[src/sv/ddo_pkg.sv]
// ----------------------------------------------------------------------------
// ddo_pkg: shared types, constants and helpers for differential drive odometry
// Holds the angle constants, the arctangent table, the sequencer states and
// the saturation and wrap helpers used by the odometry datapath.
// ----------------------------------------------------------------------------
`default_nettype none

package ddo_pkg;

   // Arctangent table depth and its index width
   localparam int ATAN_ENTRIES = 30;
   localparam int ATAN_IDX_W   = 5;

   // Divider operand widths
   localparam int DIV_NUM_W = 69;
   localparam int DIV_DEN_W = 32;
   localparam int DIV_Q_W   = 70;

   typedef logic signed [33:0] angle_type;

   // Angles in Q3.28, CORDIC start gain in Q2.30
   localparam angle_type PI_Q28      = 34'sd843314857;
   localparam angle_type TWO_PI_Q28  = 34'sd1686629714;
   localparam angle_type HALF_PI_Q28 = 34'sd421657428;
   localparam angle_type CORDIC_GAIN = 34'sd652032874;

   // Register indexes
   localparam logic [1:0] REG_METRES_PER_TICK    = 2'd0;
   localparam logic [1:0] REG_INV_TRACK_WIDTH    = 2'd1;
   localparam logic [1:0] REG_STRAIGHT_THRESHOLD = 2'd2;

   typedef enum logic [4:0] {
      S_IDLE, S_MDL, S_MDR, S_SUM, S_MAG, S_MHI, S_MLO, S_DTH, S_ANG,
      S_C0S, S_C0W, S_C1S, S_C1W, S_DIFF, S_MX, S_MY, S_YS,
      S_AMS, S_AMC, S_DVX, S_DVY, S_OUT
   } state_type;

   // floor(atan(2^-i) * 2^30) for i up to 28; zero beyond
   function automatic logic [29:0] atan_q30(input logic [ATAN_IDX_W-1:0] i);
      logic [29:0] r;
      case (i)
         5'd0:  r = 30'd843314856;
         5'd1:  r = 30'd497837829;
         5'd2:  r = 30'd263043836;
         5'd3:  r = 30'd133525158;
         5'd4:  r = 30'd67021686;
         5'd5:  r = 30'd33543515;
         5'd6:  r = 30'd16775850;
         5'd7:  r = 30'd8388437;
         5'd8:  r = 30'd4194282;
         5'd9:  r = 30'd2097149;
         5'd10: r = 30'd1048575;
         5'd11: r = 30'd524287;
         5'd12: r = 30'd262143;
         5'd13: r = 30'd131071;
         5'd14: r = 30'd65535;
         5'd15: r = 30'd32767;
         5'd16: r = 30'd16383;
         5'd17: r = 30'd8191;
         5'd18: r = 30'd4095;
         5'd19: r = 30'd2047;
         5'd20: r = 30'd1023;
         5'd21: r = 30'd511;
         5'd22: r = 30'd255;
         5'd23: r = 30'd127;
         5'd24: r = 30'd63;
         5'd25: r = 30'd31;
         5'd26: r = 30'd15;
         5'd27: r = 30'd7;
         5'd28: r = 30'd3;
         default: r = 30'd0;
      endcase
      return r;
   endfunction

   // Wrap into [-pi, pi]; inputs stay within two turns of the range
   function automatic angle_type wrap_angle(input angle_type a);
      angle_type r;
      r = a;
      if (r > PI_Q28) r = r - TWO_PI_Q28;
      if (r > PI_Q28) r = r - TWO_PI_Q28;
      if (r < -PI_Q28) r = r + TWO_PI_Q28;
      if (r < -PI_Q28) r = r + TWO_PI_Q28;
      return r;
   endfunction

   // Saturate to the signed 32-bit range
   function automatic logic signed [31:0] sat32(input logic signed [71:0] v);
      logic signed [31:0] r;
      if (v > 72'sd2147483647) r = 32'sh7fffffff;
      else if (v < -72'sd2147483648) r = 32'sh80000000;
      else r = v[31:0];
      return r;
   endfunction

endpackage

`default_nettype wire

[src/sv/ddo_div.sv]
// ----------------------------------------------------------------------------
// ddo_div: iterative signed divider
// Restoring division on magnitudes, one quotient bit a cycle, quotient
// truncated toward zero and signed at the end.
// ----------------------------------------------------------------------------
`default_nettype none

module ddo_div (
   input  wire logic                                 clock,
   input  wire logic                                 reset,
   input  wire logic                                 start,
   input  wire logic signed [ddo_pkg::DIV_NUM_W-1:0] num,
   input  wire logic signed [ddo_pkg::DIV_DEN_W-1:0] den,
   output logic                                      done,
   output logic signed [ddo_pkg::DIV_Q_W-1:0]        quo
);
   import ddo_pkg::*;

   localparam int CW = $clog2(DIV_NUM_W);

   logic [DIV_NUM_W-1:0] qn_ff;
   logic [DIV_DEN_W-1:0] rem_ff, dm_ff;
   logic [DIV_DEN_W:0]   r2;
   logic                 ge;
   logic                 neg_ff;
   logic [CW-1:0]        cnt_ff;
   logic                 busy_ff, done_ff;

   // Trial subtract
   assign r2 = {rem_ff, qn_ff[DIV_NUM_W-1]};
   assign ge = r2 >= {1'b0, dm_ff};

   always_ff @(posedge clock) begin
      if (reset) begin
         busy_ff <= 1'b0;
         done_ff <= 1'b0;
      end else begin
         done_ff <= 1'b0;
         if (start) begin
            busy_ff <= 1'b1;
            cnt_ff  <= '0;
            rem_ff  <= '0;
            qn_ff   <= num[DIV_NUM_W-1] ? DIV_NUM_W'(-num) : DIV_NUM_W'(num);
            dm_ff   <= den[DIV_DEN_W-1] ? DIV_DEN_W'(-den) : DIV_DEN_W'(den);
            neg_ff  <= num[DIV_NUM_W-1] ^ den[DIV_DEN_W-1];
         end else if (busy_ff) begin
            rem_ff <= ge ? DIV_DEN_W'(r2 - {1'b0, dm_ff}) : DIV_DEN_W'(r2);
            qn_ff  <= {qn_ff[DIV_NUM_W-2:0], ge};
            if (cnt_ff == CW'(DIV_NUM_W - 1)) begin
               busy_ff <= 1'b0;
               done_ff <= 1'b1;
            end
            cnt_ff <= cnt_ff + 1'b1;
         end
      end
   end

   assign done = done_ff;
   assign quo  = neg_ff ? -$signed({1'b0, qn_ff}) : $signed({1'b0, qn_ff});

endmodule

`default_nettype wire

[config.mk]
export PLATFORM = sky130hd
export DESIGN_NAME = ddo_div
export DESIGN_NICKNAME = d
export VERILOG_FILES = /design/src/sv/ddo_pkg.sv /design/src/sv/ddo_div.sv
export SDC_FILE = /design/constraint.sdc
export NUM_CORES = 1
export LEC_CHECK = 0
export BUFFER_PORTS_ARGS = -buffer_cell sky130_fd_sc_hd__buf_4
export CORE_ASPECT_RATIO = 0.6
export CORE_MARGIN = 3
export CORE_UTILIZATION = 53
export DETAILED_ROUTE_END_ITERATION = 8
export PLACE_DENSITY = 0.81
export REMOVE_ABC_BUFFERS = 1
export SLEW_MARGIN = 30
export SYNTH_ARGS = -nofsm -noshare
export SYNTH_HDL_FRONTEND = slang
export SYNTH_SLANG_ARGS = --single-unit
[constraint.sdc]
create_clock -name clock -period 5.9 [get_ports clock]
set_clock_uncertainty 0.05 [all_clocks]
set_input_delay 0.59 -clock clock [delete_from_list [all_inputs] [get_ports clock]]
set_output_delay 0.59 -clock clock [all_outputs]
set_load 0.05 [all_outputs]
======== After elaboration in Yosys (flattened, before gate mapping) ========
Index checks and enable logic that the tools add are counted.
cells by class
  add/subtract/negate cells ............... 5
  muxes and demuxes ....................... 12
  reduce and logical (&&, ||, !) cells .... 4
  equal/unequal tests ..................... 1
  magnitude comparators ................... 1
  bitwise gates (word level) .............. 3
operators by type and width
  cell                                                            number
  69-bit two-way mux                                              3
  70-bit two-way mux                                              1
  69-bit negator with 70-bit output                               1
  69-bit negator                                                  1
  32-bit two-way mux                                              2
  33-bit by 32-bit greater-or-equal comparator with 1-bit output  1
  32-bit negator                                                  1
  32-bit subtractor                                               1
  31-bit two-way mux                                              1
  7-bit by 1-bit adder with 7-bit output, second input constant   1
  7-bit equality test, second input constant                      1
  7-bit two-way mux                                               1
  1-bit two-way mux                                               4
  2-bit AND reduction                                             2
  3-bit OR reduction                                              1
  1-bit NOT                                                       2
  2-bit nonzero test                                              1
  1-bit bitwise XOR                                               1
word-level totals
  output and inout port bits .............. 71
  word-level logic and storage cells ...... 34
  input bits .............................. 104
  bits in registers ....................... 143

======== Depth between registers and ports, before layout ========
Gate-level depths: netlist of the first run.
  word-level depth ........................ 4
  depth in mapped cells ................... 12
  mapped depth without buffers ............ 10

======== Worst setup path after synthesis of the first run ========
Ideal clock, no wire load.
  kind .................................... input -> register
  start point ............................. input port start
  end point ............................... register cnt_ff[0] (enable)
  arrival time ............................ 5.708 ns
  data required time ...................... 5.274 ns
  library setup time ...................... 0.576 ns
  stages .................................. 4
  path buffers ............................ 2
  setup slack ............................. -0.434 ns
  cells stage by stage .................... clkbuf_1 > clkbuf_1 > nor2_1 > nor2_1
on the way
  cells in the longest elaborated chain, start to end .. 2
ends and longest elaborated chain
  element                        line           source
  from (decl)                    ddo_div.sv:11  input wire logic start,
  2-bit nonzero test (no line)   --
  2-bit AND reduction (no line)  --
  to (signal assigned)           ddo_div.sv:53  cnt_ff <= cnt_ff + 1'b1;
  to (decl)                      ddo_div.sv:26  logic [CW-1:0] cnt_ff;
No other way between the ends.
A chain may end at the register's enable or synchronous reset.

======== Worst setup path after layout of the first run ========
  start point ............................. register qn_ff[47]
  end point ............................... output port quo[59] in the netlist's numbering
on the way
  cells in the longest elaborated chain, start to end .. 2
ends and longest elaborated chain
  element                            line           source
  from (decl)                        ddo_div.sv:21  logic [DIV_NUM_W-1:0] qn_ff;
  from (signal assigned)             ddo_div.sv:43  qn_ff <= num[DIV_NUM_W-1] ? DIV_NUM_W'(-num) : DIV_NUM_W'(num);
  from (signal assigned)             ddo_div.sv:48  qn_ff <= {qn_ff[DIV_NUM_W-2:0], ge};
  69-bit negator with 70-bit output  ddo_div.sv:59  assign quo = neg_ff ? -$signed({1'b0, qn_ff}) : $signed({1'b0, qn_ff});
  70-bit two-way mux                 ddo_div.sv:59
  to (decl)                          ddo_div.sv:15  output logic signed [ddo_pkg::DIV_Q_W-1:0] quo
No other way between the ends.

==> results of run 1 <==
## registers in the layout, summed over array words and instances, names as in the netlist
| name | count |
|---|---|
| cnt_ff | 7 |
| rem_ff | 32 |
| dm_ff | 32 |
| neg_ff | 1 |
| busy_ff | 1 |
| done | 1 |
| qn_ff | 69 |
## per-layer routing
layer | part of all wire (%) | vias to the layer above
met5 | 0 | -
met2 | 39 | 573
met1 | 47 | 4937
met3 | 11 | 53
met4 | 2.0 | 0
li1 | - | 4937
## area by class of cell
type | count | area (µm²) | share of cell area, %
Clock inverter | 13 | 146 | 1.10
Tap cell | 273 | 342 | 2.57
Sequential cell | 143 | 4270 | 32.2
Inverter | 53 | 199 | 1.50
Timing Repair Buffer | 182 | 1380 | 10.4
Clock buffer | 18 | 429 | 3.23
Multi-Input combinational cell | 995 | 6520 | 49.0
## synthesized netlist by cell type (33+ instances only)
cell / count / area (µm²)
sky130_fd_sc_hd__edfxtp_1: 141 / 4230
sky130_fd_sc_hd__nor2_1: 109 / 409
sky130_fd_sc_hd__xnor2_1: 108 / 946
sky130_fd_sc_hd__a21oi_1: 119 / 596
sky130_fd_sc_hd__inv_1: 53 / 199
sky130_fd_sc_hd__ha_1: 37 / 463
sky130_fd_sc_hd__xor2_1: 75 / 657
sky130_fd_sc_hd__o31ai_1: 50 / 375
sky130_fd_sc_hd__o21ai_0: 77 / 385
sky130_fd_sc_hd__nand2_1: 102 / 383
sky130_fd_sc_hd__clkbuf_1: 55 / 206
sky130_fd_sc_hd__nand3_1: 33 / 165
## per-stage QoR
step	setup slack, ns	hold WS (ns)	total power (µW)	instances
floorplan	0.0993	0.404	2140	1191
global placement	1.76	0.417	2520	1645
detailed placement	1.77	0.418	2540	1645
CTS	1.29	0.303	3620	1676
global route	1.02	0.310	3780	1677
finish	1.18	0.313	3650	1677
## worst max-delay path, cell delays in order (launching register included)
cell and delay (ns):
sky130_fd_sc_hd__edfxtp_1 0.44, sky130_fd_sc_hd__or4_4 0.58, sky130_fd_sc_hd__or4_4 0.44, sky130_fd_sc_hd__nor4_1 0.65
sky130_fd_sc_hd__nand4bb_1 0.40, sky130_fd_sc_hd__or3_1 0.49, sky130_fd_sc_hd__o31ai_1 0.26, sky130_fd_sc_hd__xnor2_1 0.16
sky130_fd_sc_hd__buf_4 0.22
## worst max-delay path by stage
stage | depth (start not counted) | to | slack, ns
after global placement | 8 | quo[59] | 1.76
after floorplan | 2 | cnt_ff[0] | 0.1
after detailed placement | 8 | quo[59] | 1.77
final | 8 | quo[59] | 1.18
after CTS | 8 | quo[59] | 1.29
after global routing | 8 | quo[59] | 1.02
## power groups by stage
stage	Clock [µW]	Combinational, µW	Sequential [µW]
floorplan	0	823	1320
global placement	0	1190	1320
detailed placement	0	1210	1330
CTS	1090	1220	1310
global route	1130	1340	1320
finish	1090	1250	1310
## cell families after synthesis
| group | Yosys count | synth area share [%] |
|---|---|---|
| multiplexers | 1 | 0.0893 |
| flip-flops | 143 | 38.1 |
| adder cells (fa/ha/maj) | 38 | 4.31 |
| AO/OA/AOI/OAI | 343 | 19.2 |
| buffers and inverters | 113 | 3.84 |
| XOR/XNOR | 183 | 14.3 |
| AND/OR/NAND/NOR | 430 | 20.1 |
==> reports/summary.txt, run 1 <==
STATUS
--------------------------------------------------------------------------------------------------------
Run status                                                                                  complete, no violations

TIMING
--------------------------------------------------------------------------------------------------------
FMAX                                                                                           0.212 GHz
Fin crit share                                                                                     80.1%
Fin. Hold Viols                                                                                        0
Transition time at the pin with the least slew margin                                           0.855 ns
Number of setup violations in the final report                                                         0
Final Max Tran Viols                                                                                   0
Final worst path period need                                                                     4.72 ns
Total negative setup slack                                                                          0 ns
Max-slew headroom at the worst pin                                                                 42.5%
Setup repair after global routing missed its margin                                                false

SYNTHESIS
--------------------------------------------------------------------------------------------------------
Combined area of all synthesized cells                                                         11200 µm²
Average footprint of a synthesized cell                                                         8.96 µm²
Unique masters post-synth                                                                             69
Post-synthesis cell count                                                                           1251
Number of register bits inferred by synthesis                                                        143
Proportion of synthesized chip area in sequential cells                                            38.1%
Number of enable-type register cells in the synthesized netlist                                      141
Total of warnings raised by yosys                                                                      0
Top flip-flop cell by instance count after synthesis                                        sky130_fd_sc_hd__edfxtp_1
Async set-reset flop share out of synthesis                                                           0%

POWER
--------------------------------------------------------------------------------------------------------
Portion of total power attributed to combinational logic                                           34.2%
Internal power contribution                                                                      2330 µW
Switching portion of total power                                                                   36.2%
Sequential Power Share                                                                             35.8%
Share of total power in the clock network                                                          30.0%
Net switching power of the design                                                                1320 µW
Areal power density over the cells                                                            274 nW/µm²
Static Leak                                                                                   0.00497 µW
VDD IR max                                                                                      0.212 mV

PLACED DESIGN
--------------------------------------------------------------------------------------------------------
Number of I/O port buffers                                                                           174
Placed cell area                                                                               12700 µm²
Routability congestion estimate from global placement                                              0.936
Half-perimeter wire length after placement                                                      24700 µm

CTS
--------------------------------------------------------------------------------------------------------
Number of levels in the clock H-tree                                                                   4
CTS-repair resized insts                                                                               0
Clock Sinks                                                                                          143
CTS hold repair buffers                                                                                0
CTS tree                                                                                             yes
Root buffer cell                                                                            sky130_fd_sc_hd__clkbuf_16
Clk_lat worst skew                                                                               0.44 ns
Number of buffers on the longest clock path                                                            2
Post-CTS setup buffer count                                                                            0
Post-CTS clock slew at the launch and capture registers of the worst setup and hold paths        0.06 ns
Number of buffers added by the clock tree synthesis step                                              17

FINAL LAYOUT
--------------------------------------------------------------------------------------------------------
Fraction of final layout cells with drive strength greater than 1                                  17.2%
Post-route cell area                                                                           13300 µm²
Most frequent cells in the layout                                                           180 x sky130_fd_sc_hd__buf_4, 141 x sky130_fd_sc_hd__edfxtp_1, 119 x sky130_fd_sc_hd__a21oi_1, 108 x sky130_fd_sc_hd__xnor2_1, 107 x sky130_fd_sc_hd__nor2_1
Fill cells                                                                                          1644
Leading cell type in the layout, fill and taps excluded                                     sky130_fd_sc_hd__buf_4
Nets                                                                                                1534
Signed area change from the synthesized netlist to the final layout                                18.5%
Final Core Density                                                                                 65.3%
# diodes                                                                                               0

GLOBAL ROUTE
--------------------------------------------------------------------------------------------------------
Combined global-route utilization of all metal layers                                              28.0%
Global Route met2 Usage                                                                            37.1%
Antenna violations before repair                                                                       0
Total global routing overflow                                                                          0
Global-route layer with the greatest usage                                                          met1
Pin count of the biggest net entering global routing                                                  90
Global routing usage on met3                                                                       6.87%
GR Util met1                                                                                       44.4%
First-pass GRT wire length                                                                      51300 µm
Via count of the first global-routing pass                                                          9579

WORST HOLD PATH
--------------------------------------------------------------------------------------------------------
Hold_sp                                                                                            reset
Hold crit path type                                                                         input port to register
Cell depth of the worst min-delay path                                                                 2
Terminating pin of the worst hold path                                                           busy_ff

RUN
--------------------------------------------------------------------------------------------------------
Number of max-cap violations                                                                           0

FLOORPLANNING
--------------------------------------------------------------------------------------------------------
Boundary pin count                                                                                   175
Count of standard-cell rows                                                                           40
Die outline width                                                                                 194 µm
Total core area                                                                                20400 µm²
Initial cell density of the core                                                                   55.0%
Overall die area                                                                               23000 µm²
Die Ht                                                                                            119 µm

DRT
--------------------------------------------------------------------------------------------------------
DRT Pass-1 Iters                                                                                       5
Total number of vias                                                                               10.5k
Post-detailed-route via-to-cell ratio                                                               6.26
Post-detailed-route count of antenna-violating nets                                                    0
Detailed-route DRC error count                                                                         0
Post-detailed-routing wire length                                                               33000 µm
Drt wl/cell                                                                                      19.7 µm
Drt first-iter violations                                                                           1320

WORST SETUP PATH
--------------------------------------------------------------------------------------------------------
Depth of the worst register-to-register path                                                          10
Destination of the worst register-to-register timing path                                     rem_ff[22]
CP Max Fanout                                                                                          5
Worst path required time                                                                         5.26 ns
Category of the critical setup timing path                                                  register to output port
Launch point of the worst reg-to-reg path                                                      qn_ff[68]
Register-to-register path setup slack                                                            2.17 ns
Startpoint class of the critical path                                                           register
Worst path arrival time                                                                          4.08 ns
Timing startpoint of the critical path                                                         qn_ff[47]
Crit end category                                                                            output port

Note: power is estimated with default switching activity, not from simulation.
==> run 2: changes to the inputs <==
clock period = 4.2 ns   (was 5.9 ns; I/O delays follow)
==> run 2 against run 1 <==
Non-clock buffer count grew 13; first-iteration DRC count is 13% higher; power increased by 46%; worst hold slack got worse by 0.18 ns; critical endpoint is now quo[68]; largest power group unchanged.
==> reports/summary.txt, run 2 (synthesis gave the netlist of run 1 again) <==
DRT
--------------------------------------------------------------------------------------------------------
Post-detailed-routing wire length                                                               33500 µm   was 33000 µm
DRT Pass-1 Iters                                                                                       6   was 5
Post-detailed-route via-to-cell ratio                                                               6.29   was 6.26
Detailed-route DRC error count                                                                         0   unchanged
Total number of vias                                                                               10.6k   was 10.5k
Drt first-iter violations                                                                           1492   was 1320
Post-detailed-route count of antenna-violating nets                                                    0   unchanged
Drt wl/cell                                                                                      19.8 µm   was 19.7 µm

WORST SETUP PATH
--------------------------------------------------------------------------------------------------------
Startpoint class of the critical path                                                           register   unchanged
Category of the critical setup timing path                                                  register to output port   unchanged
Worst path arrival time                                                                          3.68 ns   was 4.08 ns
CP Max Fanout                                                                                          5   unchanged
Worst path required time                                                                         3.73 ns   was 5.26 ns
Depth of the worst register-to-register path                                                           9   was 10
Crit end category                                                                            output port   unchanged

PLACED DESIGN
--------------------------------------------------------------------------------------------------------
Number of I/O port buffers                                                                           174   unchanged
Routability congestion estimate from global placement                                              0.965   was 0.936
Placed Instances                                                                                    1656   was 1645
Half-perimeter wire length after placement                                                      25100 µm   was 24700 µm

TIMING
--------------------------------------------------------------------------------------------------------
Max-slew headroom at the worst pin                                                                 44.4%   was 42.5%
Hold slack                                                                                      0.138 ns   was 0.313 ns
Final worst path period need                                                                     4.15 ns
Total negative setup slack                                                                          0 ns   unchanged
Fin. Hold Viols                                                                                        0   unchanged
Final Max Tran Viols                                                                                   0   unchanged
Number of setup violations in the final report                                                         0   unchanged
FMAX                                                                                           0.241 GHz
Transition time at the pin with the least slew margin                                           0.834 ns   was 0.855 ns
Fin crit share                                                                                     98.8%

POWER
--------------------------------------------------------------------------------------------------------
Portion of total power attributed to combinational logic                                           33.3%   was 34.2%
Net switching power of the design                                                                1850 µW   was 1320 µW
VDD IR max                                                                                      0.324 mV   was 0.212 mV
Share of total power in the clock network                                                          32.2%   was 30.0%
Static Leak                                                                                   0.00509 µW   was 0.00497 µW
Switching portion of total power                                                                   34.8%   was 36.2%
Internal power contribution                                                                      3460 µW   was 2330 µW
Areal power density over the cells                                                            393 nW/µm²   was 274 nW/µm²
Sequential Power Share                                                                             34.5%   was 35.8%

FINAL LAYOUT
--------------------------------------------------------------------------------------------------------
Final Core Density                                                                                 66.3%   was 65.3%
Largest reg by FF count                                                                            qn_ff   unchanged
Nets                                                                                                1547   was 1534
# diodes                                                                                               0   unchanged
Number of flip-flops in the largest register                                                          69   unchanged
Leading cell type in the layout, fill and taps excluded                                     sky130_fd_sc_hd__buf_4   unchanged
Registers with the most flip-flops                                                          qn_ff (69), dm_ff (32), rem_ff (32)   unchanged
Fill cells                                                                                          1616   was 1644
Final cell count without fillers                                                                    1690   was 1677
Fraction of final layout cells with drive strength greater than 1                                  18.6%   was 17.2%
Signed area change from the synthesized netlist to the final layout                                20.4%   was 18.5%
Most frequent cells in the layout                                                           194 x sky130_fd_sc_hd__buf_4, 141 x sky130_fd_sc_hd__edfxtp_1, 119 x sky130_fd_sc_hd__a21oi_1, 108 x sky130_fd_sc_hd__xnor2_1, 107 x sky130_fd_sc_hd__nor2_1   was 180 x sky130_fd_sc_hd__buf_4, 141 x sky130_fd_sc_hd__edfxtp_1, 119 x sky130_fd_sc_hd__a21oi_1, 108 x sky130_fd_sc_hd__xnor2_1, 107 x sky130_fd_sc_hd__nor2_1

CTS
--------------------------------------------------------------------------------------------------------
CTS tree                                                                                             yes   unchanged
Clock Sinks                                                                                          143   unchanged
Number of buffers added by the clock tree synthesis step                                              17   unchanged
Number of buffers on the longest clock path                                                            2   unchanged
Number of levels in the clock H-tree                                                                   4   unchanged
Clk_lat worst skew                                                                               0.44 ns   about the same
Post-CTS clock slew at the launch and capture registers of the worst setup and hold paths        0.06 ns   about the same
Root buffer cell                                                                            sky130_fd_sc_hd__clkbuf_16   unchanged

FLOORPLANNING
--------------------------------------------------------------------------------------------------------
Total core area                                                                                20400 µm²   unchanged
Boundary pin count                                                                                   175   unchanged
Overall die area                                                                               23000 µm²   unchanged
Die Ht                                                                                            119 µm   unchanged
Count of standard-cell rows                                                                           40   unchanged
Die outline width                                                                                 194 µm   unchanged
Initial cell density of the core                                                                   55.0%   unchanged

WORST HOLD PATH
--------------------------------------------------------------------------------------------------------
Cell depth of the worst min-delay path                                                                 1   was 2
Hold crit path type                                                                         input port to register   unchanged

GLOBAL ROUTE
--------------------------------------------------------------------------------------------------------
Pin count of the biggest net entering global routing                                                  85   was 90
Antenna violations before repair                                                                       0   unchanged
First-pass GRT wire length                                                                      52000 µm   was 51300 µm
Via count of the first global-routing pass                                                          9397   was 9579
Total global routing overflow                                                                          0   unchanged
Combined global-route utilization of all metal layers                                              28.3%   was 28.0%

STATUS
--------------------------------------------------------------------------------------------------------
Run status                                                                                  complete, no violations   unchanged

RUN
--------------------------------------------------------------------------------------------------------
Number of max-cap violations                                                                           0   unchanged

-- run 2: cell count changes in the layout (fill, tap and decap cells not counted), moves of 2 or more --
cell,delta
sky130_fd_sc_hd__nor4_2,+2
sky130_fd_sc_hd__nor4_1,-3
sky130_fd_sc_hd__clkinv_1,-3
sky130_fd_sc_hd__buf_4,+14
sky130_fd_sc_hd__clkinv_2,+2
sky130_fd_sc_hd__bufinv_16,+3
-- run 2: worst max-delay path, stage by stage, from the launching register on --
cell	delay, ns
sky130_fd_sc_hd__edfxtp_1	0.43
sky130_fd_sc_hd__inv_1	0.08
sky130_fd_sc_hd__ha_1	0.16
sky130_fd_sc_hd__or4b_2	0.67
sky130_fd_sc_hd__nor4_4	0.22
sky130_fd_sc_hd__and4_1	0.33
sky130_fd_sc_hd__nand4_1	0.34
sky130_fd_sc_hd__or4_4	0.53
sky130_fd_sc_hd__o21ai_2	0.14
sky130_fd_sc_hd__xnor2_1	0.13
sky130_fd_sc_hd__buf_4	0.22
-- run 2: area by class of cell --
cell class	instances	area, µm²	area share, %
flip-flops and latches	143	4270	31.7
clock buffers	18	429	3.18
inverters	53	199	1.47
multi-input cells	995	6560	48.6
repair buffers	195	1480	10.9
well taps	273	342	2.53
clock inverters	13	219	1.62
-- run 2: stage by stage --
| step | setup slack, ns | area (µm²) | power [µW] |
|---|---|---|---|
| 4_1_cts | 0.0100 | 13400 | 5280 |
| 3_5_place_dp | 0.357 | 12800 | 3580 |
| 3_3_place_gp | 0.428 | 12800 | 3550 |
| 6_report | 0.0503 | 13500 | 5310 |
| 5_1_grt | -0.0491 | 13500 | 5520 |
| 2_1_floorplan | -1.43 | 11000 | 3000 |
-- run 2: per-layer routing --
layer | wire (µm) | GRT usage [%]
met1 | 15400 | 45.4
met2 | 13500 | 38.0
met3 | 3950 | 6.44
met4 | 601 | 6.91
met5 | 0 | 0
-- run 2: path summary, 6_finish.rpt --
path,from,slack [ns],to
max,qn_ff[0],0.05,quo[68]
min,den[0],0.14,dm_ff[0]
max reg2reg,rem_ff[8],0.68,rem_ff[10]
min reg2reg,busy_ff,0.43,done
-- run 2: timing repair --
action | CTS | global route
gates resized for setup | 1 | 6
hold buffers | 0 | 0
setup buffers | 0 | 3
pin swaps | 0 | 1
endpoints found under the setup margin | 2 | 13
-- run 2: power by group through the flow --
stage,registers [µW],logic (µW),clock network [µW]
after global placement,1850,1700,0
after global routing,1850,1900,1770
final,1830,1770,1710
after floorplan,1850,1160,0
after detailed placement,1860,1720,0
after CTS,1830,1740,1710
