--- src/sv/ddo_pkg.sv ---
// ----------------------------------------------------------------------------
// ddo_pkg: shared types, constants and helpers for differential drive odometry
// Holds the angle constants, the arctangent table, the sequencer states and
// the saturation and wrap helpers used by the odometry datapath.
// ----------------------------------------------------------------------------
`default_nettype none

package ddo_pkg;

   // Arctangent table depth and its index width
   localparam int ATAN_ENTRIES = 30;
   localparam int ATAN_IDX_W   = 5;

   // Divider operand widths
   localparam int DIV_NUM_W = 69;
   localparam int DIV_DEN_W = 32;
   localparam int DIV_Q_W   = 70;

   typedef logic signed [33:0] angle_type;

   // Angles in Q3.28, CORDIC start gain in Q2.30
   localparam angle_type PI_Q28      = 34'sd843314857;
   localparam angle_type TWO_PI_Q28  = 34'sd1686629714;
   localparam angle_type HALF_PI_Q28 = 34'sd421657428;
   localparam angle_type CORDIC_GAIN = 34'sd652032874;

   // Register indexes
   localparam logic [1:0] REG_METRES_PER_TICK    = 2'd0;
   localparam logic [1:0] REG_INV_TRACK_WIDTH    = 2'd1;
   localparam logic [1:0] REG_STRAIGHT_THRESHOLD = 2'd2;

   typedef enum logic [4:0] {
      S_IDLE, S_MDL, S_MDR, S_SUM, S_MAG, S_MHI, S_MLO, S_DTH, S_ANG,
      S_C0S, S_C0W, S_C1S, S_C1W, S_DIFF, S_MX, S_MY, S_YS,
      S_AMS, S_AMC, S_DVX, S_DVY, S_OUT
   } state_type;

   // floor(atan(2^-i) * 2^30) for i up to 28; zero beyond
   function automatic logic [29:0] atan_q30(input logic [ATAN_IDX_W-1:0] i);
      logic [29:0] r;
      case (i)
         5'd0:  r = 30'd843314856;
         5'd1:  r = 30'd497837829;
         5'd2:  r = 30'd263043836;
         5'd3:  r = 30'd133525158;
         5'd4:  r = 30'd67021686;
         5'd5:  r = 30'd33543515;
         5'd6:  r = 30'd16775850;
         5'd7:  r = 30'd8388437;
         5'd8:  r = 30'd4194282;
         5'd9:  r = 30'd2097149;
         5'd10: r = 30'd1048575;
         5'd11: r = 30'd524287;
         5'd12: r = 30'd262143;
         5'd13: r = 30'd131071;
         5'd14: r = 30'd65535;
         5'd15: r = 30'd32767;
         5'd16: r = 30'd16383;
         5'd17: r = 30'd8191;
         5'd18: r = 30'd4095;
         5'd19: r = 30'd2047;
         5'd20: r = 30'd1023;
         5'd21: r = 30'd511;
         5'd22: r = 30'd255;
         5'd23: r = 30'd127;
         5'd24: r = 30'd63;
         5'd25: r = 30'd31;
         5'd26: r = 30'd15;
         5'd27: r = 30'd7;
         5'd28: r = 30'd3;
         default: r = 30'd0;
      endcase
      return r;
   endfunction

   // Wrap into [-pi, pi]; inputs stay within two turns of the range
   function automatic angle_type wrap_angle(input angle_type a);
      angle_type r;
      r = a;
      if (r > PI_Q28) r = r - TWO_PI_Q28;
      if (r > PI_Q28) r = r - TWO_PI_Q28;
      if (r < -PI_Q28) r = r + TWO_PI_Q28;
      if (r < -PI_Q28) r = r + TWO_PI_Q28;
      return r;
   endfunction

   // Saturate to the signed 32-bit range
   function automatic logic signed [31:0] sat32(input logic signed [71:0] v);
      logic signed [31:0] r;
      if (v > 72'sd2147483647) r = 32'sh7fffffff;
      else if (v < -72'sd2147483648) r = 32'sh80000000;
      else r = v[31:0];
      return r;
   endfunction

endpackage

`default_nettype wire

--- src/sv/ddo_cordic.sv ---
// ----------------------------------------------------------------------------
// ddo_cordic: iterative rotation-mode CORDIC
// Wraps and folds the angle, then runs one micro-rotation a cycle and
// returns cosine and sine in Q2.30 with a one-cycle done pulse.
// ----------------------------------------------------------------------------
`default_nettype none

module ddo_cordic #(
   parameter int STEPS = 24
) (
   input  wire logic               clock,
   input  wire logic               reset,
   input  wire logic               start,
   input  wire ddo_pkg::angle_type angle,
   output logic                    done,
   output ddo_pkg::angle_type      cos_out,
   output ddo_pkg::angle_type      sin_out
);
   import ddo_pkg::*;

   localparam int NITER = (STEPS < ATAN_ENTRIES) ? STEPS : ATAN_ENTRIES;
   localparam int IW    = $clog2(NITER);

   angle_type       x_ff, y_ff, z_ff;
   angle_type       a_wrap, a_fold;
   angle_type       xs, ys, atan_v;
   logic            fold;
   logic            flip_ff;
   logic [IW-1:0]   i_ff;
   logic            busy_ff, done_ff;

   // Wrap and fold the argument into [-pi/2, pi/2]
   always_comb begin
      a_wrap = wrap_angle(angle);
      a_fold = a_wrap;
      fold   = 1'b0;
      if (a_wrap > HALF_PI_Q28) begin
         a_fold = a_wrap - PI_Q28;
         fold   = 1'b1;
      end else if (a_wrap < -HALF_PI_Q28) begin
         a_fold = a_wrap + PI_Q28;
         fold   = 1'b1;
      end
   end

   assign xs     = x_ff >>> i_ff;
   assign ys     = y_ff >>> i_ff;
   assign atan_v = {4'b0, atan_q30(ATAN_IDX_W'(i_ff))};

   // Sequence the micro-rotations
   always_ff @(posedge clock) begin
      if (reset) begin
         busy_ff <= 1'b0;
         done_ff <= 1'b0;
      end else begin
         done_ff <= 1'b0;
         if (start) begin
            busy_ff <= 1'b1;
            i_ff    <= '0;
            flip_ff <= fold;
            x_ff    <= CORDIC_GAIN;
            y_ff    <= '0;
            z_ff    <= a_fold <<< 2;
         end else if (busy_ff) begin
            if (z_ff >= 0) begin
               x_ff <= x_ff - ys;
               y_ff <= y_ff + xs;
               z_ff <= z_ff - atan_v;
            end else begin
               x_ff <= x_ff + ys;
               y_ff <= y_ff - xs;
               z_ff <= z_ff + atan_v;
            end
            if (i_ff == IW'(NITER - 1)) begin
               busy_ff <= 1'b0;
               done_ff <= 1'b1;
            end
            i_ff <= i_ff + 1'b1;
         end
      end
   end

   assign done    = done_ff;
   assign cos_out = flip_ff ? -x_ff : x_ff;
   assign sin_out = flip_ff ? -y_ff : y_ff;

endmodule

`default_nettype wire

--- config.mk ---
export PLATFORM = sky130hd
export DESIGN_NAME = ddo_cordic
export DESIGN_NICKNAME = d
export VERILOG_FILES = /design/src/sv/ddo_pkg.sv /design/src/sv/ddo_cordic.sv
export SDC_FILE = /design/constraint.sdc
export NUM_CORES = 1
export LEC_CHECK = 0
export BUFFER_PORTS_ARGS = -buffer_cell sky130_fd_sc_hd__buf_4
export CAP_MARGIN = 20
export CORE_AREA = 3 3 329 169
export CTS_BUF_LIST = sky130_fd_sc_hd__clkbuf_4 sky130_fd_sc_hd__clkbuf_8 sky130_fd_sc_hd__clkbuf_16
export DETAILED_ROUTE_END_ITERATION = 8
export DIE_AREA = 0 0 332 172
export PLACE_DENSITY = 0.73
export RECOVER_POWER = 50
export SYNTH_ARGS = -nofsm -noshare
export SYNTH_HDL_FRONTEND = slang
export SYNTH_SLANG_ARGS = --single-unit
--- constraint.sdc ---
create_clock -name clock -period 11.7 [get_ports clock]
set_clock_uncertainty 0.2 [all_clocks]
set_input_delay 1.17 -clock clock [delete_from_list [all_inputs] [get_ports clock]]
set_output_delay 1.17 -clock clock [all_outputs]
set_load 0.1 [all_outputs]
# After elaboration in Yosys (flattened, before gate mapping)
# Memory sizes are Yosys's and may differ from the RTL's. A register that Yosys moved wholly into a read port is not among the register bits.
# Cells that the tools add are included.
[totals] reg_bits=110 mem_count=1 elab_cells=63 output_inout_bits=69 romBits=960
[memory_table] memory="(name not given)" words=32 width=30 rd=1 rd_clocked_by_memory_dff=1 wr=0 line_no="ddo_pkg.sv:41" rtl="case (i)"
[classes] addsub=15 muxes=23 eq_ne=1 bitwise_logic=2 shift=2 reduce_logical=4 magnitude_cmp=7
[op_table] operator="34-bit 2-to-1 mux" count=13
[op_table] operator="34-bit by 32-bit adder with 34-bit output, second input constant" count=2
[op_table] operator="34-bit adder" count=2
[op_table] operator="34-bit by 31-bit > comparator with 1-bit output, second input constant" count=2
[op_table] operator="34-bit by 31-bit < comparator with 1-bit output, second input constant" count=2
[op_table] operator="34-bit negator" count=2
[op_table] operator="34-bit by 5-bit >>> shifter with 34-bit output" count=2
[op_table] operator="34-bit by 32-bit subtractor with 34-bit output, second input constant" count=2
[op_table] operator="34-bit subtractor" count=2
[op_table] operator="32-bit 2-to-1 mux" count=2
[op_table] operator="34-bit by 31-bit adder with 34-bit output" count=1
[op_table] operator="34-bit by 1-bit greater-or-equal comparator with 1-bit output, second input constant" count=1
[op_table] operator="34-bit by 30-bit > comparator with 1-bit output, second input constant" count=1
[op_table] operator="34-bit by 30-bit < comparator with 1-bit output, second input constant" count=1
[op_table] operator="34-bit by 31-bit subtractor with 34-bit output" count=1
[op_table] operator="32-bit by 31-bit adder with 32-bit output, second input constant" count=1
[op_table] operator="32-bit by 31-bit subtractor with 32-bit output, second input constant" count=1
[op_table] operator="5-bit 2-to-1 mux" count=3
[op_table] operator="5-bit by 1-bit adder with 5-bit output, second input constant" count=1
[op_table] operator="5-bit equality test, second input constant" count=1
[op_table] operator="1-bit 2-to-1 mux" count=5
[op_table] operator="2-bit AND reduction" count=2
[op_table] operator="3-bit OR reduction" count=1
[op_table] operator="1-bit NOT" count=2
[op_table] operator="2-bit nonzero test" count=1

# Logic depth before layout (Yosys ltp)
# Gate-level depths: netlist of run 1.
[depth] depth_word=12 depth_mapped=47 depth_no_buf=39

# Worst setup path after synthesis of run 1
# Ideal clock, no wire load.
[synth_timing] path_type="input port to flip-flop" startpoint="input port angle[14]" endpoint="register z_ff[19] (data pin)" t_required_ps=11239 path_buffers=9 slack_ps=172 arrival_time_ps=11067 cell_stages=44 setup_time_ps=261 cell_sequence="buf_2 and3_1 clkbuf_1 nand3_1 or3_1 o211a_1 nor2_1 clkbuf_1 clkbuf_1 nand2_1 o21ai_0 ha_1 inv_1 a311oi_1 a221oi_4 o2111ai_2 a21oi_1 o311ai_0 [... 8 more ...] buf_1 mux2_2 ha_1 a21oi_1 mux2_2 a21oi_1 o311ai_4 nand3_1 and2_1 or3_1 nand2_1 and3_1 o2111ai_1 a21o_1 buf_6 a2111oi_2 nor2_1 a221o_1"
[synth_between] elab_chain_len=12 elab_cells_between_ends=19 cone_classes="add/sub (6); order compare (6); mux (7)"
[synth_lines] item="from (decl)" line_no="ddo_cordic.sv:14" rtl="input wire ddo_pkg::angle_type angle,"
[synth_lines] item="34-bit by 32-bit subtractor with 34-bit output / 34-bit by 31-bit > comparator with 1-bit output (equally long branches)" line_no="ddo_pkg.sv:80" rtl="if (r > PI_Q28) r = r - TWO_PI_Q28;"
[synth_lines] item="34-bit 2-to-1 mux (*)" line_no="ddo_pkg.sv:80"
[synth_lines] item="34-bit by 32-bit subtractor with 34-bit output / 34-bit by 31-bit > comparator with 1-bit output (equally long branches)" line_no="ddo_pkg.sv:81" rtl="if (r > PI_Q28) r = r - TWO_PI_Q28;"
[synth_lines] item="34-bit 2-to-1 mux (*)" line_no="ddo_pkg.sv:81"
[synth_lines] item="34-bit by 32-bit adder with 34-bit output / 34-bit by 31-bit < comparator with 1-bit output (equally long branches)" line_no="ddo_pkg.sv:82" rtl="if (r < -PI_Q28) r = r + TWO_PI_Q28;"
[synth_lines] item="34-bit 2-to-1 mux (*)" line_no="ddo_pkg.sv:82"
[synth_lines] item="34-bit by 32-bit adder with 34-bit output / 34-bit by 31-bit < comparator with 1-bit output (equally long branches)" line_no="ddo_pkg.sv:83" rtl="if (r < -PI_Q28) r = r + TWO_PI_Q28;"
[synth_lines] item="34-bit 2-to-1 mux (*)" line_no="ddo_pkg.sv:83"
[synth_lines] item="32-bit by 31-bit adder with 32-bit output / 34-bit by 30-bit < comparator with 1-bit output (equally long branches)" line_no="ddo_cordic.sv:41, ddo_cordic.sv:40"
[synth_lines] item="32-bit 2-to-1 mux" line_no="ddo_cordic.sv:40" rtl="end else if (a_wrap < -HALF_PI_Q28) begin"
[synth_lines] item="32-bit 2-to-1 mux (*)" line_no="ddo_cordic.sv:37" rtl="if (a_wrap > HALF_PI_Q28) begin"
[synth_lines] item="34-bit 2-to-1 mux (*)" line_no="ddo_cordic.sv:57" rtl="if (start) begin"
[synth_lines] item="to (signal assigned)" line_no="ddo_cordic.sv:63" rtl="z_ff <= a_fold <<< 2;"
[synth_lines] item="to (signal assigned)" line_no="ddo_cordic.sv:68" rtl="z_ff <= z_ff - atan_v;"
[synth_lines] item="to (signal assigned)" line_no="ddo_cordic.sv:72" rtl="z_ff <= z_ff + atan_v;"
[synth_lines] item="to (decl)" line_no="ddo_cordic.sv:24" rtl="angle_type x_ff, y_ff, z_ff;"
# Every way passes the cells marked *; elsewhere a longest branch is shown, timed or not.
# A chain may end at the register's enable or synchronous reset.

# Worst setup path after layout of run 1
[layout_timing] startpoint="input port angle[24]" endpoint="register z_ff[12] (data pin)"
[layout_between] elab_chain_len=12 elab_cells_between_ends=19 cone_classes="add/sub (6); order compare (6); mux (7)"
[layout_lines] item="34-bit by 32-bit subtractor with 34-bit output / 34-bit by 31-bit > comparator with 1-bit output (equally long branches)" line_no="ddo_pkg.sv:80"
[layout_lines] item="34-bit 2-to-1 mux (*)" line_no="ddo_pkg.sv:80"
[layout_lines] item="34-bit by 32-bit subtractor with 34-bit output / 34-bit by 31-bit > comparator with 1-bit output (equally long branches)" line_no="ddo_pkg.sv:81"
[layout_lines] item="34-bit 2-to-1 mux (*)" line_no="ddo_pkg.sv:81"
[layout_lines] item="34-bit by 32-bit adder with 34-bit output / 34-bit by 31-bit < comparator with 1-bit output (equally long branches)" line_no="ddo_pkg.sv:82"
[layout_lines] item="34-bit 2-to-1 mux (*)" line_no="ddo_pkg.sv:82"
[layout_lines] item="34-bit by 32-bit adder with 34-bit output / 34-bit by 31-bit < comparator with 1-bit output (equally long branches)" line_no="ddo_pkg.sv:83"
[layout_lines] item="34-bit 2-to-1 mux (*)" line_no="ddo_pkg.sv:83"
[layout_lines] item="34-bit by 30-bit < comparator with 1-bit output / 32-bit by 31-bit adder with 32-bit output (equally long branches)" line_no="ddo_cordic.sv:40, ddo_cordic.sv:41"
[layout_lines] item="32-bit 2-to-1 mux" line_no="ddo_cordic.sv:40"
[layout_lines] item="32-bit 2-to-1 mux (*)" line_no="ddo_cordic.sv:37"
[layout_lines] item="34-bit 2-to-1 mux (*)" line_no="ddo_cordic.sv:57"
# Marks and branches as above.

==> results by group, run 1 <==
Clocking
  – Clock sink count: 140
  – Clock buffer count from CTS: 25
  – Worst-skew pair later-pin latency: 0.50 ns
  – Htree depth: 4
  – Clock Path Buffers: 3
  – Hold buffers post-CTS: 0
  – TritonCTS clock tree: done
  – Worst-path clk slew: 0.06 ns
  – Root Buffer: clkbuf_16

Setup path
  – R2R depth: 36
  – Max incr delay on CP: 0.54 ns
  – WP data arrival: 11.39 ns
  – WS Path Type: input pin to flop
  – Critical Path Start: angle[24]
  – CP max FO: 34
  – Worst Setup Start Kind: input pin
  – Critical path capture point type: flop
  – Max stage delay cell, worst path: or4_1
  – Required time of the critical path: 11.64 ns
  – Crit-path most repeated cell: buf_4
  – Worst r2r src: i_ff[1]$_SDFFCE_PP0P_
  – Capturing point of the worst reg2reg path: x_ff[33]$_SDFFCE_PP0P_
  – Flop2flop setup slack: 1.39 ns

Die
  – Placement Rows: 60
  – Die Height: 172 um
  – Core area: 53200 um^2
  – Initial core utilization: 49.5%
  – Die area: 57100 um^2
  – Die Span X: 332 um
  – I/O Pins: 106

Global route
  – Global route overflow: 0
  – First-pass GRT wire length: 159000 um
  – Initial antenna violation count: 1
  – Largest net degree at the start of global routing: 70
  – GRT Resource Usage Total: 35.5%
  – Number of global-route vias before repair: 25971

Min path
  – Hold Crit Depth: 1
  – Hold crit path type: flop to flop
  – Hold path startpoint: busy_ff$_SDFF_PP0_
  – Hold EP: done$_SDFF_PP0_

Power
  – Static leakage: 11.7 nW
  – PwrDens: 282 nW/um^2
  – Maximum vdd ir drop: 0.211 mV

Detailed routing
  – DR iter-0 viols: 5074
  – Routed via count: 30618
  – Drt via density: 6.69
  – Routed len/inst: 23.3 um
  – Routed WL: 107000 um
  – Drc violations: 1
  – Drt first pass iters: 9
  – Final ANT Viol Nets: 0

Placement
  – Port bufs: 105
  – Dpl cells: 4543
  – Area after DPL: 29400 um^2
  – Dpl hpwl: 85100 um
  – Final GP Congestion: 1.11

Synth
  – Synth Register Bits: 140
  – Synth unique cells: 105
  – Mean Syn Cell Area: 7.23 um^2
  – Main synth FF type: edfxtp_1
  – Netlist Area Pre-Place: 26300 um^2
  – Asr flop ratio synth: 0%
  – Post-Syn Nets: 3793
  – Sequential share of the synthesized area: 14.8%
  – Post-synth EDFFs: 108
  – Synth warnings: 0
  – Syn Inst Count: 3635

Timing
  – Setup violators final: 0
  – Least-Margin Pin Slew: 3.38 ns
  – Slew margin rel.: -127%
  – Final Hold Viols: 0
  – Achievable frequency: 87.3 MHz
  – Tmin final: 11.45 ns
  – Period utilization: 97.9%
  – WHS: 0.379 ns
  – Max-slew violation count: 244

Final layout
  – Post-Layout Cell Count: 4579
  – Finished Cell Area: 30100 um^2
  – Layout Nets: 4019
  – ANT cells: 0
  – Fraction of layout cells with a size suffix above 1: 15.4%
  – Area Overhead vs Synth: 14.5%

Flow run
  – Max-cap violations: 4

Outcome
  – Outcome: finished, violations left
  – Failing checks: DRC, capacitance limit, slew limit
[layout by cell type (no fill, tap or decap), types with 98 or more instances in the layout]
master	count
xnor2_1	269
inv_1	127
buf_4	386
nand2_1	405
xor2_1	98
a21oi_1	245
nand3_1	115
ha_1	118
nor3_1	110
o21ai_0	269
nor2_1	326
edfxtp_1	108
[where the power goes]
part | switching [W] | leakage (nW) | internal, W
combinational | 0.00433 | 10.1 | 0.00247
clock | 0.000249 | 0.334 | 0.000391
sequential | 0.000252 | 1.30 | 0.000793
total | 0.00483 | 11.7 | 0.00365
[sequential cells by signal (all words and copies together) (netlist names)]
name and flops:
atan_v 30, busy_ff 1, done 1, flip_ff 1, i_ff 5, x_ff 34
y_ff 34, z_ff 34
[cell usage after synthesis, drive strengths merged, types with 53 or more instances]
cell,count,share of area [%]
nand2,405,5.8
nor2,329,4.7
o21ai,278,5.3
xnor2,271,9.1
a21oi,247,4.7
clkbuf,145,2.1
inv,129,1.8
ha,118,5.6
nand3,115,2.2
nor3,111,2.1
edfxtp,108,12
xor2,99,3.3
buf,69,1.4
mux2i,69,2.6
or3,60,1.4
o211ai,53,1.5
[worst max path at each step]
stage,endpoint,slack (ns),depth (start not counted)
after floorplan,z_ff[19]$_DFFE_PP_,0.17,44
after global placement,z_ff[33]$_DFFE_PP_,0.05,38
after detailed placement,z_ff[33]$_DFFE_PP_,-0.21,39
after CTS,z_ff[33]$_DFFE_PP_,0.25,39
after global routing,z_ff[33]$_DFFE_PP_,-0.009,41
final,z_ff[12]$_DFFE_PP_,0.25,41
[metal layers]
metal / GRT usage [%] / routed length [um]
met5: 3.36 / 255
met4: 1.88 / 469
met3: 22.9 / 23300
met2: 35.8 / 32400
met1: 57.7 / 50400
[layout make-up]
type,instances,area (um^2)
sequential,140,3880
clock buffer,29,656
clock inverter,3,12.5
multi-input combinational,3152,21100
fill,4980,23100
timing repair buffer,413,3060
inverter,129,485
tap,713,892
[worst max-delay path: cells and delay by family]
family	cells	cell delay [ns]
buffers and inverters	8	1.53
AND/OR/NAND/NOR	12	3.69
XOR/XNOR	2	0.32
multiplexers	1	0.35
adder cells (fa/ha/maj)	2	0.50
AO/OA/AOI/OAI	16	3.80
[per-stage QoR]
stage	setup TNS (ns)	worst slack [ns]	util, %	power, W
2_1_floorplan	0	0.172	-	0.00559
3_3_place_gp	0	0.0519	55.3	0.00744
3_5_place_dp	-0.510	-0.210	55.3	0.00753
4_1_cts	0	0.250	56.6	0.00820
5_1_grt	-0.00933	-0.00933	56.6	0.00899
6_report	0	0.246	56.6	0.00849
[kinds of logic after synthesis]
family          share of synthesized area, %
mux                                     6.88
compound gates                          28.3
xor+xnor                                12.5
fa+ha+maj                               5.84
flops                                   14.8
simple gates                            26.5
buf+inv                                 5.26
[what timing repair did]
item / in CTS / in global routing
endpoints found under the setup margin: 0 / 33
setup buffers: 0 / 2
gates resized for setup: 0 / 16
Note: power is estimated with default switching activity, not from simulation.
==> inputs of run 2 (changes only) <==
- CORE_AREA: 3 3 329 169 -> 3 3 392 200
- DIE_AREA: 0 0 332 172 -> 0 0 395 203
- GPL_ROUTABILITY_DRIVEN: default -> 0
- PLACE_DENSITY: 0.73 -> 0.56
==> run 2 against run 1 <==
Net effect:
- the run ends with capacitance limit, slew limit left
- sequential power barely moved
- cell area fell by 4.0%
- flip-flop and latch count did not move
- register-to-register slack improved by 0.04 ns
- fmax rose by 2.9%
- total power fell by 12%
- worst setup slack improved by 0.32 ns
- critical path type unchanged
- clock power fell by 18%
- hold slack got worse by 0.012 ns
==> results by group, run 2 (synthesis gave the netlist of run 1 again) <==
Min path
  – Hold path startpoint: busy_ff$_SDFF_PP0_
  – Hold crit path type: flop to flop

Setup path
  – WP data arrival: 11.14 ns
  – Max incr delay on CP: 0.61 ns
  – Critical Path Start: angle[24]
  – Critical Path End: z_ff[33]$_DFFE_PP_
  – Worst Setup Start Kind: input pin
  – Flop2flop setup slack: 1.43 ns
  – Required time of the critical path: 11.70 ns
  – CP max FO: 34
  – R2R depth: 39
  – WS Path Type: input pin to flop
  – Max stage delay cell, worst path: or4_1
  – Capturing point of the worst reg2reg path: x_ff[33]$_SDFFCE_PP0P_
  – Worst r2r src: i_ff[1]$_SDFFCE_PP0P_
  – Critical path capture point type: flop

Power
  – Seq pwr share: 13.8%
  – Static leakage: 10.7 nW
  – Sw Pwr: 0.00428 W
  – Switching part of the total: 57.3%
  – PwrDens: 258 nW/um^2
  – Clock share of power: 7.1%
  – Maximum vdd ir drop: 0.268 mV
  – Cell Int Power: 0.00319 W
  – Comb power frac: 79.2%

Die
  – Die Height: 203 um
  – I/O Pins: 106
  – Die area: 80200 um^2
  – Placement Rows: 71
  – Die Span X: 395 um
  – Initial core utilization: 35.0%
  – Core area: 75100 um^2

Global route
  – Largest net degree at the start of global routing: 86
  – First-pass GRT wire length: 139000 um
  – Number of global-route vias before repair: 25666
  – Global route overflow: 0
  – GRT Resource Usage Total: 20.6%
  – Initial antenna violation count: 0

Placement
  – Port bufs: 105
  – Area after DPL: 28300 um^2
  – DP Worst Slack: -0.107 ns
  – Dpl hpwl: 66900 um

Outcome
  – Outcome: finished, violations left
  – Failing checks: capacitance limit, slew limit

Flow run
  – Max-cap violations: 5

Clocking
  – Root Buffer: clkbuf_16
  – Worst-path clk slew: 0.07 ns
  – Htree depth: 4
  – Worst-skew pair later-pin latency: 0.45 ns
  – TritonCTS clock tree: done
  – Clock sink count: 140
  – Clock Path Buffers: 2
  – Clock buffer count from CTS: 17
  – Hold buffers post-CTS: 0

Timing
  – Period utilization: 95.2%
  – Tmin final: 11.14 ns
  – RSZ-0062 raised after global routing: false
  – Slew margin rel.: -114%
  – Least-Margin Pin Slew: 3.19 ns
  – Final worst setup slack: 0.564 ns
  – Setup violators final: 0
  – Final Hold Viols: 0
  – Achievable frequency: 89.8 MHz
  – Max-slew violation count: 255

Detailed routing
  – Final ANT Viol Nets: 0
  – Drt first pass iters: 6
  – Routed WL: 85800 um
  – Drc violations: 0
  – DR iter-0 viols: 2152
  – Routed len/inst: 18.3 um
  – Drt via density: 5.90
  – Routed via count: 27688

Final layout
  – Final core occ: 38.5%
  – Commonest non-fill, non-tap cell in the layout: nand2_1
  – ANT cells: 0
  – Layout Nets: 3817
  – Finished Cell Area: 28900 um^2
  – Area Overhead vs Synth: 9.84%
  – Most frequent cells in the layout: 405 x nand2_1, 327 x nor2_1, 270 x o21ai_0
  – Biggest regs: x_ff (34), y_ff (34), z_ff (34)
  – Fraction of layout cells with a size suffix above 1: 10.9%
-- run 2: worst max-delay path, delay by kind of cell --
family / cells / cell delay [ns]
AO/OA/AOI/OAI: 15 / 4.67
buffers and inverters: 4 / 0.85
AND/OR/NAND/NOR: 12 / 4.44
-- run 2: cell type report --
cell class                 instances  area, um^2
sequential                       140        3880
multi-input combinational       3152       21100
tap                             1022        1280
inverter                         129         485
fill                            7964       46200
clock buffer                      19         440
clock inverter                    13         113
timing repair buffer             219        1590
-- run 2: metal layers --
layer | GRT usage (%) | vias to the layer above | wire [um]
li1 | - | 13600 | -
met1 | 27.7 | 13100 | 38800
met2 | 35.5 | 863 | 41200
met3 | 1.60 | 125 | 3850
met4 | 5.43 | 0 | 1970
met5 | 0 | - | 0
-- run 2: metrics by stage --
step,setup TNS (ns),hold WS [ns],instances,power (W)
2_1_floorplan,0,0.267,3635,0.00559
3_3_place_gp,0,0.368,4658,0.00684
3_5_place_dp,-0.222,0.378,4658,0.00688
4_1_cts,0,0.382,4690,0.00745
5_1_grt,0,0.378,4694,0.00810
6_report,0,0.367,4694,0.00746
-- run 2: how the worst min path moves through the flow --
stage | endpoint | slack, ns | depth (start not counted)
4_1_cts | done$_SDFF_PP0_ | 0.38 | 1
3_3_place_gp | done$_SDFF_PP0_ | 0.37 | 1
6_report | done$_SDFF_PP0_ | 0.37 | 1
3_5_place_dp | done$_SDFF_PP0_ | 0.38 | 1
2_1_floorplan | done$_SDFF_PP0_ | 0.27 | 1
5_1_grt | done$_SDFF_PP0_ | 0.38 | 1
-- run 2: power by group through the flow --
stage                     sequential [W]  clock [W]  combinational [W]
after floorplan                 0.000911          0            0.00468
after global placement           0.00103          0            0.00581
after detailed placement         0.00103          0            0.00585
after CTS                        0.00102   0.000539            0.00589
after global routing             0.00105   0.000563            0.00648
final                            0.00103   0.000527            0.00591
-- run 2: repair_timing --
item                                    in CTS  in global routing
buffers inserted                             0                  4
endpoints found under the setup margin       0                 30
resized for setup                            0                 10
hold endpoints to repair                     0                  0
